**config.mk**
```make
export PLATFORM = sky130hd
export DESIGN_NAME = tiered_slot_allocator_core
export DESIGN_NICKNAME = d
export VERILOG_FILES = /design/src/rtl/tsa_pkg.sv /design/src/rtl/tiered_slot_allocator_core.sv /design/src/rtl/tsa_cfg_regs.sv /design/src/rtl/tsa_alloc.sv
export SDC_FILE = /design/constraint.sdc
export NUM_CORES = 1
export LEC_CHECK = 0
export BUFFER_PORTS_ARGS = -buffer_cell sky130_fd_sc_hd__buf_2
export CAP_MARGIN = 15
export CORE_ASPECT_RATIO = 0.6
export CORE_MARGIN = 2
export CORE_UTILIZATION = 63
export DETAILED_ROUTE_END_ITERATION = 8
export GPL_ROUTABILITY_DRIVEN = 0
export PLACE_DENSITY = 0.87
export SKIP_CTS_REPAIR_TIMING = 1
export SLEW_MARGIN = 25
export SYNTH_ARGS = -nofsm -noshare
export SYNTH_HDL_FRONTEND = slang
export SYNTH_SLANG_ARGS = --single-unit
```
**constraint.sdc**
```tcl
create_clock -name clk -period 8.2 [get_ports clk]
set_clock_uncertainty 0.05 [all_clocks]
set_input_delay 0.82 -clock clk [delete_from_list [all_inputs] [get_ports clk]]
set_output_delay 0.82 -clock clk [all_outputs]
set_load 0.02 [all_outputs]
```
**src/rtl/tsa_pkg.sv**
```systemverilog
// Shared types, constants and helpers of the tiered slot allocator.
package tsa_pkg;

  localparam int NUM_CLASSES    = 4;
  localparam int CLASS_W        = $clog2(NUM_CLASSES);
  localparam int MAX_SLOTS      = 8;
  localparam int SLOT_W         = 3;
  localparam int FACES_PER_SLOT = 6;
  localparam int SLICE_W        = 6;
  localparam int CAP_W          = 4;
  localparam int RES_W          = 13;
  localparam int REQ_RES_W      = 16;
  localparam int CFG_IDX_W      = 4;
  localparam int CFG_DATA_W     = RES_W;

  // Class thresholds on the requested resolution
  localparam logic [REQ_RES_W-1:0] CLASS0_LIMIT = REQ_RES_W'(128);
  localparam logic [REQ_RES_W-1:0] CLASS1_LIMIT = REQ_RES_W'(256);
  localparam logic [REQ_RES_W-1:0] CLASS2_LIMIT = REQ_RES_W'(512);

  // Register reset values
  localparam logic [CAP_W-1:0] CAP_RESET_SMALL = CAP_W'(8);
  localparam logic [CAP_W-1:0] CAP_RESET_TOP   = CAP_W'(4);
  localparam logic [RES_W-1:0] RES_RESET_C0    = RES_W'(128);
  localparam logic [RES_W-1:0] RES_RESET_C1    = RES_W'(256);
  localparam logic [RES_W-1:0] RES_RESET_C2    = RES_W'(512);
  localparam logic [RES_W-1:0] RES_RESET_C3    = RES_W'(1024);

  typedef enum logic {
    REQ_ALLOC       = 1'b0,
    REQ_FRAME_RESET = 1'b1
  } req_type_t;

  typedef enum logic [CFG_IDX_W-1:0] {
    CFG_CAP0 = 4'd0,
    CFG_CAP1 = 4'd1,
    CFG_CAP2 = 4'd2,
    CFG_CAP3 = 4'd3,
    CFG_RES0 = 4'd4,
    CFG_RES1 = 4'd5,
    CFG_RES2 = 4'd6,
    CFG_RES3 = 4'd7
  } cfg_index_t;

  typedef logic [NUM_CLASSES-1:0][MAX_SLOTS-1:0] slot_maps_t;

  typedef struct packed {
    logic [NUM_CLASSES-1:0][CAP_W-1:0] capacity;
    logic [NUM_CLASSES-1:0][RES_W-1:0] resolution;
  } tsa_cfg_t;

  typedef struct packed {
    logic               granted;
    logic [CLASS_W-1:0] pool_class;
    logic [SLOT_W-1:0]  slot;
    logic [SLICE_W-1:0] first_slice;
    logic [RES_W-1:0]   resolution;
  } tsa_grant_t;

  // Map a requested resolution onto its size class
  function automatic logic [CLASS_W-1:0] pick_class(input logic [REQ_RES_W-1:0] res);
    logic [CLASS_W-1:0] cls;
    if (res <= CLASS0_LIMIT) cls = CLASS_W'(0);
    else if (res <= CLASS1_LIMIT) cls = CLASS_W'(1);
    else if (res <= CLASS2_LIMIT) cls = CLASS_W'(2);
    else cls = CLASS_W'(3);
    return cls;
  endfunction

  // Slots below the capacity, capacity saturated at the pool size
  function automatic logic [MAX_SLOTS-1:0] cap_mask(input logic [CAP_W-1:0] cap);
    logic [MAX_SLOTS-1:0] mask;
    for (int i = 0; i < MAX_SLOTS; i++) begin
      mask[i] = (CAP_W'(i) < cap);
    end
    return mask;
  endfunction

endpackage

```
**src/rtl/tiered_slot_allocator_core.sv**
```systemverilog
// Tiered slot allocator: four size-class pools, first-free slot with fallback.
// A request is captured into input registers, allocated combinationally, and its result registered with done high.
// Throughput: one request per cycle; busy stays low.
// Each result shows for exactly one cycle; the receiver cannot stall it.
// Reset (rst, synchronous): all slots free, registers at their defaults, no result pending.
module tiered_slot_allocator_core import tsa_pkg::*; (
  input  logic                  clk,
  input  logic                  rst,
  input  logic                  start,
  output logic                  busy,
  input  logic                  req_type,
  input  logic [REQ_RES_W-1:0]  requested_resolution,
  output logic                  done,
  output logic                  granted,
  output logic [CLASS_W-1:0]    pool_class,
  output logic [SLOT_W-1:0]     slot_number,
  output logic [SLICE_W-1:0]    first_slice,
  output logic [RES_W-1:0]      granted_resolution,
  input  logic                  cfg_valid,
  output logic                  cfg_ready,
  input  logic [CFG_IDX_W-1:0]  cfg_index,
  input  logic [CFG_DATA_W-1:0] cfg_data
);

  tsa_cfg_t             cfg;
  slot_maps_t           marks;
  slot_maps_t           marks_next;
  tsa_grant_t           grant;
  logic                 in_valid;
  logic                 in_req_type;
  logic [REQ_RES_W-1:0] in_res;

  assign busy      = 1'b0;
  assign cfg_ready = 1'b1;

  tsa_cfg_regs u_cfg (
    .clk      (clk),
    .rst      (rst),
    .wr_en    (cfg_valid && cfg_ready),
    .wr_index (cfg_index),
    .wr_data  (cfg_data),
    .cfg      (cfg)
  );

  // Capture the request
  always_ff @(posedge clk) begin
    if (rst) begin
      in_valid <= 1'b0;
    end else begin
      in_valid <= start && !busy;
    end
    in_req_type <= req_type;
    in_res      <= requested_resolution;
  end

  tsa_alloc u_alloc (
    .req_type             (in_req_type),
    .requested_resolution (in_res),
    .cfg                  (cfg),
    .marks                (marks),
    .marks_next           (marks_next),
    .grant                (grant)
  );

  // Advance the used-slot bitmaps
  always_ff @(posedge clk) begin
    if (rst) begin
      marks <= '0;
    end else if (in_valid) begin
      marks <= marks_next;
    end
  end

  // Register the result and strobe it for one cycle
  always_ff @(posedge clk) begin
    if (rst) begin
      done <= 1'b0;
    end else begin
      done <= in_valid;
    end
    granted            <= grant.granted;
    pool_class         <= grant.pool_class;
    slot_number        <= grant.slot;
    first_slice        <= grant.first_slice;
    granted_resolution <= grant.resolution;
  end

endmodule

```
**src/rtl/tsa_cfg_regs.sv**
```systemverilog
// Configuration register file: pool capacities and reported class resolutions.
module tsa_cfg_regs import tsa_pkg::*; (
  input  logic                  clk,
  input  logic                  rst,
  input  logic                  wr_en,
  input  logic [CFG_IDX_W-1:0]  wr_index,
  input  logic [CFG_DATA_W-1:0] wr_data,
  output tsa_cfg_t              cfg
);

  // Decode and hold register writes; unknown indexes are dropped
  always_ff @(posedge clk) begin
    if (rst) begin
      cfg.capacity[0]   <= CAP_RESET_SMALL;
      cfg.capacity[1]   <= CAP_RESET_SMALL;
      cfg.capacity[2]   <= CAP_RESET_SMALL;
      cfg.capacity[3]   <= CAP_RESET_TOP;
      cfg.resolution[0] <= RES_RESET_C0;
      cfg.resolution[1] <= RES_RESET_C1;
      cfg.resolution[2] <= RES_RESET_C2;
      cfg.resolution[3] <= RES_RESET_C3;
    end else if (wr_en) begin
      unique case (cfg_index_t'(wr_index))
        CFG_CAP0: cfg.capacity[0]   <= wr_data[CAP_W-1:0];
        CFG_CAP1: cfg.capacity[1]   <= wr_data[CAP_W-1:0];
        CFG_CAP2: cfg.capacity[2]   <= wr_data[CAP_W-1:0];
        CFG_CAP3: cfg.capacity[3]   <= wr_data[CAP_W-1:0];
        CFG_RES0: cfg.resolution[0] <= wr_data[RES_W-1:0];
        CFG_RES1: cfg.resolution[1] <= wr_data[RES_W-1:0];
        CFG_RES2: cfg.resolution[2] <= wr_data[RES_W-1:0];
        CFG_RES3: cfg.resolution[3] <= wr_data[RES_W-1:0];
        default: ;
      endcase
    end
  end

endmodule

```
**src/rtl/tsa_alloc.sv**
```systemverilog
// Allocation logic: class pick, first-free search per pool, fallback, bitmap update.
module tsa_alloc import tsa_pkg::*; (
  input  logic                 req_type,
  input  logic [REQ_RES_W-1:0] requested_resolution,
  input  tsa_cfg_t             cfg,
  input  slot_maps_t           marks,
  output slot_maps_t           marks_next,
  output tsa_grant_t           grant
);

  logic [NUM_CLASSES-1:0][MAX_SLOTS-1:0] free_map;
  logic [NUM_CLASSES-1:0]                pool_has_free;
  logic [NUM_CLASSES-1:0][SLOT_W-1:0]    first_free;
  logic [CLASS_W-1:0]                    want_class;
  logic [CLASS_W-1:0]                    sel_class;
  logic                                  found;

  // Find the lowest free slot below capacity in every pool
  always_comb begin
    for (int c = 0; c < NUM_CLASSES; c++) begin
      free_map[c]      = ~marks[c] & cap_mask(cfg.capacity[c]);
      pool_has_free[c] = |free_map[c];
      first_free[c]    = '0;
      for (int i = MAX_SLOTS - 1; i >= 0; i--) begin
        if (free_map[c][i]) first_free[c] = SLOT_W'(i);
      end
    end
  end

  // Take the highest class at or below the requested one that has room
  always_comb begin
    want_class = pick_class(requested_resolution);
    sel_class  = '0;
    found      = 1'b0;
    for (int c = 0; c < NUM_CLASSES; c++) begin
      if ((CLASS_W'(c) <= want_class) && pool_has_free[c]) begin
        sel_class = CLASS_W'(c);
        found     = 1'b1;
      end
    end
  end

  // Build the grant and the updated bitmaps
  always_comb begin
    grant      = '0;
    marks_next = marks;
    if (req_type_t'(req_type) == REQ_FRAME_RESET) begin
      marks_next = '0;
    end else if (found) begin
      grant.granted     = 1'b1;
      grant.pool_class  = sel_class;
      grant.slot        = first_free[sel_class];
      grant.first_slice = SLICE_W'(first_free[sel_class]) * SLICE_W'(FACES_PER_SLOT);
      grant.resolution  = cfg.resolution[sel_class];
      marks_next[sel_class][first_free[sel_class]] = 1'b1;
    end
  end

endmodule
```
Yosys cells after proc, flatten, opt, wreduce, memory -nomap -nowiden
Cells that the tools add are included.
Cells by class
  divide/modulo/power cells: 0
  eq/ne operators: 7
  magnitude comparators: 43
  multiply operators: 1
  shift operators: 0
  mux-type cells: 53
  bitwise logic cells: 10
  reduce and logical (&&, ||, !) cells: 22
  add/subtract/negate cells: 0
Operator list (count)
  $mux W3: 33
  $lt A3 B4 Y1 const A: 16
  $mux W32: 2
  $and A8 B8 Y8: 4
  $lt A1 B4 Y1 const A: 8
  $lt A2 B4 Y1 const A: 8
  $not A8 Y8: 4
  $or A32 B32 Y32: 1
  $reduce_or A8 Y1: 4
  $bmux W13 S2: 1
  $mux W25: 1
  $reduce_and A2 Y1: 9
  $demux W8 S2: 1
  $eq A4 B3 Y1 const B: 4
  $le A16 B10 Y1 const B: 1
  $le A16 B8 Y1 const B: 1
  $le A16 B9 Y1 const B: 1
  $mux W13: 1
  $eq A4 B2 Y1 const B: 2
  $mux W2: 4
  $mux W8: 1
  $mux W1: 7
  $bmux W3 S2: 1
  $logic_and A1 B1 Y1: 6
  13 further kinds: 15
Word-level totals
  bits of input ports: 38
  latch bits: 0
  memory bits (read-only): 0
  memories: 0
  output and inout port bits: 28
  register bits: 144
  logic and storage cells: 158
  bits in writable memories: 0

Longest topological paths before layout
  word-level depth: 21
  gate-level depth with buffers: 14
  gate-level depth less buffers: 12

By module
From an unflattened synthesis, not the netlist that was laid out.
Unflattened totals
  cell total of the unflattened synthesis: 743
  area, all modules: 6780.3 µm²
Modules (own cells, without submodules)
  tsa_cfg_regs: times used 1, cells an instance 254, area an instance 2753.9 µm², sequential area each 1361.3 µm²
  tiered_slot_allocator_core: times used 1, cells an instance 154, area an instance 2085.8 µm², sequential area each 1521.5 µm²
  tsa_alloc: times used 1, cells an instance 335, area an instance 1940.6 µm², sequential area each 0.0 µm²

Worst setup path before layout
OpenSTA, ideal clock, no wires.
  kind: register to register
  start point: reg in_res[3]
  end point: reg first_slice[4]
  setup time: 121 ps
  required time: 8029 ps
  data arrival time: 3150 ps
  path buffers: 0
  period minus slack after synthesis: 3321 ps
  setup slack: 4879 ps
  stages on the path, launching flop included: 13
  cell sequence: dfxtp_1 -> or4_4 -> o41a_1 -> or3_4 -> nand2_2 -> mux2_2 -> a211oi_1 -> ha_1 -> inv_1 -> fa_1 -> inv_1 -> a311oi_1 -> mux2_2
Between the ends
  longest elaborated chain between the ends: 12
  elaborated cells on any way between the ends: 26
  classes of those cells: mul: 1; order compare: 7; mux: 12; bitwise: 1; reduce/logical: 5
RTL lines
  from (decl): line tiered_slot_allocator_core.sv:31  | logic [REQ_RES_W-1:0] in_res;
  from (signal assigned): line tiered_slot_allocator_core.sv:53  | in_res <= requested_resolution;
  $le A16 B10 Y1: line tsa_pkg.sv:65  | else if (res <= CLASS2_LIMIT) cls = CLASS_W'(2);
  $mux W1: line tsa_pkg.sv:65
  $mux W2: line tsa_pkg.sv:64  | else if (res <= CLASS1_LIMIT) cls = CLASS_W'(1);
  $mux W2 *: line tsa_pkg.sv:63  | if (res <= CLASS0_LIMIT) cls = CLASS_W'(0);
  $le A1 B2 Y1: line tsa_alloc.sv:36  | if ((CLASS_W'(c) <= want_class) && pool_has_free[c]) begin
  $logic_and A1 B1 Y1: line tsa_alloc.sv:36
  $mux W1: line tsa_alloc.sv:36
  $mux W2 / $mux W1 (equally long branches) (2 in a row): line tsa_alloc.sv:36
  $bmux W3 S2 / $mux W1 (equally long branches): line tsa_alloc.sv:53, tsa_alloc.sv:36
  $mux W3 (not written as such) / $not A1 Y1 (equally long branches)
  $mul A3 B2 Y5 / $reduce_or A2 Y1 (equally long branches)
  to (signal assigned): line tiered_slot_allocator_core.sv:84  | first_slice <= grant.first_slice;
  to (decl): line tiered_slot_allocator_core.sv:17  | output logic [SLICE_W-1:0] first_slice,
Mark *: on every way between the ends. The rest lies on a longest branch, timed or not. The select of a mux whose other input is x is not followed.
A chain may end at the register's enable or synchronous reset.

Worst setup path after layout
  start point: reg in_res[10]
  end point: reg first_slice[4]
The elaborated chain is that of the path after synthesis.

==> metrics.md <==
| Metric | Value |
|---|---|
| H-tree depth | `4` |
| Post-Synth XOR/XNOR Area | `0%` |
| CTS buffer count | `17` |
| Full die area | `10400 um2` |
| Top_reg_cell synth | `dfxtp_1` |
| CP max stage cell | `nand2_1` |
| Final setup violation count | `0` |
| Max_cap viols | `0` |
| Residual DRC count | `0` |
| Max Clk Rate | `about 230 MHz` |
| Vias in the first global route | `~5000` |
| Fin cells | `843` |
| Worst slew pin tran | `1.09 ns` |
| Time the worst path needs with I/O delays and setup | `4.32 ns` |
| Delay of the slowest cell on the worst path | `0.59 ns` |
| Simple-gate share of the synthesized area | `16.4%` |
| Max-slew violation count | `0` |
| CTS sink cnt | `142` |
| WP buf/inv | `1` |
| Placed cell count | `811` |
| Area contributors post-synth | `dfxtp_1 47%, mux2i_1 7.8%, nor2_1 4.6%` |
| Post-synthesis adder-cell area fraction | `between 1.5 and 2%` |
| Port Buf Inserts | `62` |
| Starting density of the core | `65.2%` |
| Ys Warns | `0` |
| Total power | `1.56 mW` |
| Arrival time at the worst endpoint | `about 4.6 ns` |
| Count of different cell masters after synthesis | `66` |
| Post-DRT Antenna Nets | `0` |
| GR Util All Layers | `32.4%` |
| Fin Setup TNS | `0 ns` |
| Share of cells above drive strength 1 | `16.3%` |
| Critical path startpoint category | `flip-flop` |
| Yosys top cell area share | `between 40% and 50%` |
| Critical Path RT | `roughly 8.5 ns` |
| Via count | `5380` |
| Largest net degree at the start of global routing | `73` |
| Number of core rows | `27` |
| Critical path type | `reg2reg` |
| CP dominant cell by count | `nand2_1` |
| Skew-Pair Late Insertion Delay | `roughly 0.42 ns` |
| Syn_area_per_cell | `9.05 um2` |
| Area Overhead vs Synth | `14.3%` |
| Cell Area, Synth | `between 6000 and 7000 um2` |
| Seq/Total Area, Yosys | `47.1%` |
| Worst path cell trace | `nor4_1, nor3b_1, nand2_1, nand2_1, o21ai_0, a21oi_1, ha_1, inv_1, fa_1, a311oi_1, mux2_2` |
| Total core area | `between 9000 and 10000 um2` |
| CTS root buffer | `clkbuf_16` |
| Max-Slew Margin vs Limit | `27.0%` |
| DP HPWL | `approximately 11 mm` |
| Synth Area in Compound Gates | `between 20% and 30%` |
| Post-synth top cells | `142 x dfxtp_1, 74 x nor2_1, 65 x nand2_1, 50 x a21oi_1, 47 x mux2i_1` |
| Asr flop ratio synth | `0%` |
| RSZ-0062 raised after global routing | `no` |
| Crit path capture type | `flip-flop` |
| Top-count cell post-synth | `dfxtp_1` |
| Remaining global-route overflow | `0` |
| Drt via density | `6.38` |
| Number of flops mapped to enable cells by yosys | `0` |
| Die H | `79.8 um` |
| TritonCTS clock tree | `yes` |
| R2r setup slk | `3.88 ns` |
| Nets | `745` |
| HP Class | `reg2reg` |
| Final period utilization | `52.6%` |
| DRT Wirelength | `16.3 mm` |
| Longest Clk Path Bufs | `2` |
| 1st-pass router iterations | `5` |
| Main combinational cell family by area after synthesis | `compound AO/OA/AOI/OAI gates` |
| Diode count | `0` |
| Gate Count Post-Synth | `between 600 and 700` |
| Multiplexer area fraction after synthesis | `around 8.2%` |
| Pwr/cell area | `between 200 and 250 nW/um2` |
| Peak supply drop | `roughly 0.00017 V` |
| Largest area contributor in the netlist | `dfxtp_1` |
| Worst-path clk slew | `about 0.06 ns` |
| Die width | `about 130 um` |
| Layout Utilization | `74.5%` |
| Initial antenna violation count | `0` |
| Drt first-iter violations | `680` |
| WL/cell | `19.4 um` |
| Min Hold Slack | `0.403 ns` |
| Status | `completed` |
| FF+latch count, synth | `142` |
| Leak | `2.64 nW` |
| I/O Pins | `66` |
| First-pass GRT wire length | `25.3 mm` |
| Crit-path leading delay family | `simple AND/OR/NAND/NOR gates` |
| Final Hold Viols | `0` |
| Critical Path Fanout Max | `16` |
==> stage by stage <==
| stage | cell area [um2] | setup slack (ns) |
|---|---|---|
| after CTS | 6900 | 4.03 |
| after floorplan | 6040 | 4.88 |
| after detailed placement | 6300 | 4.24 |
| final | 6900 | 3.88 |
| after global routing | 6900 | 3.73 |
| after global placement | 6300 | 4.44 |
==> report_power, final <==
part	total (mW)	switching, mW	internal (mW)	leakage (nW)
logic	0.0704	0.0465	0.0239	1.19
clock network	0.782	0.289	0.493	0.290
registers	0.712	0.00956	0.703	1.15
total	1.56	0.345	1.22	2.64
==> cells by family after synthesis <==
group / count (synthesis)
AO/OA/AOI/OAI: 186
flip-flops: 142
adder cells (fa/ha/maj): 7
other: 2
buffers and inverters: 75
AND/OR/NAND/NOR: 206
multiplexers: 49
==> worst min-delay path, stage by stage, from the launching register on <==
cell and delay (ns):
dfxtp_1 0.30, nand2_1 0.05, a21oi_1 0.05
==> final cells by class <==
class,count,area [um2]
sequential,142,2840
fill,640,2360
tap,130,163
inverter,22,82.6
clock buffer,22,464
timing repair buffer,66,340
clock inverter,10,138
multi-input combinational,451,2870
==> cells in the final DEF (no fill, tap or decap), types with 4 or more instances in the layout <==
cell type	instances
nor2_1	74
dfxtp_1	142
a22o_1	5
nor4_1	4
ha_1	6
buf_2	62
nand3_1	6
a21oi_1	50
nor3_1	4
nor2b_1	6
o22ai_1	21
and2_1	8
a31oi_1	16
a211oi_1	17
nand3b_1	8
a41oi_1	6
a22oi_1	8
o21bai_1	8
nand2_1	65
clkbuf_16	17
a211o_1	9
buf_4	4
nand2b_1	6
o21ai_0	15
a21o_1	4
mux2i_1	47
inv_1	21
==> worst paths after layout <==
kind | from | to | depth (start not counted)
max | in_res[10]$_DFF_P_ | first_slice[4]$_SDFF_PP0_ | 11
min | u_cfg.cfg[2]$_SDFFE_PP0P_ | u_cfg.cfg[2]$_SDFFE_PP0P_ | 2
max reg2reg | in_res[10]$_DFF_P_ | first_slice[4]$_SDFF_PP0_ | 11
min reg2reg | u_cfg.cfg[2]$_SDFFE_PP0P_ | u_cfg.cfg[2]$_SDFFE_PP0P_ | 2
==> metal layers <==
metal | GRT usage (%) | share of wire (%)
met2 | 47.3 | 43
met4 | 11.8 | 2.1
met5 | 3.74 | 0
met3 | 12.0 | 12
met1 | 43.7 | 42
==> registers in the layout, summed over array words and instances, names as in the netlist <==
register and count:
first_slice 4, in_req_type 1, granted 1, granted_resolution 13, in_res 16, pool_class 2
in_valid 1, u_cfg.cfg 68, done 1, slot_number 3, marks 32
No activity file was read; power rests on OpenSTA's default activity.
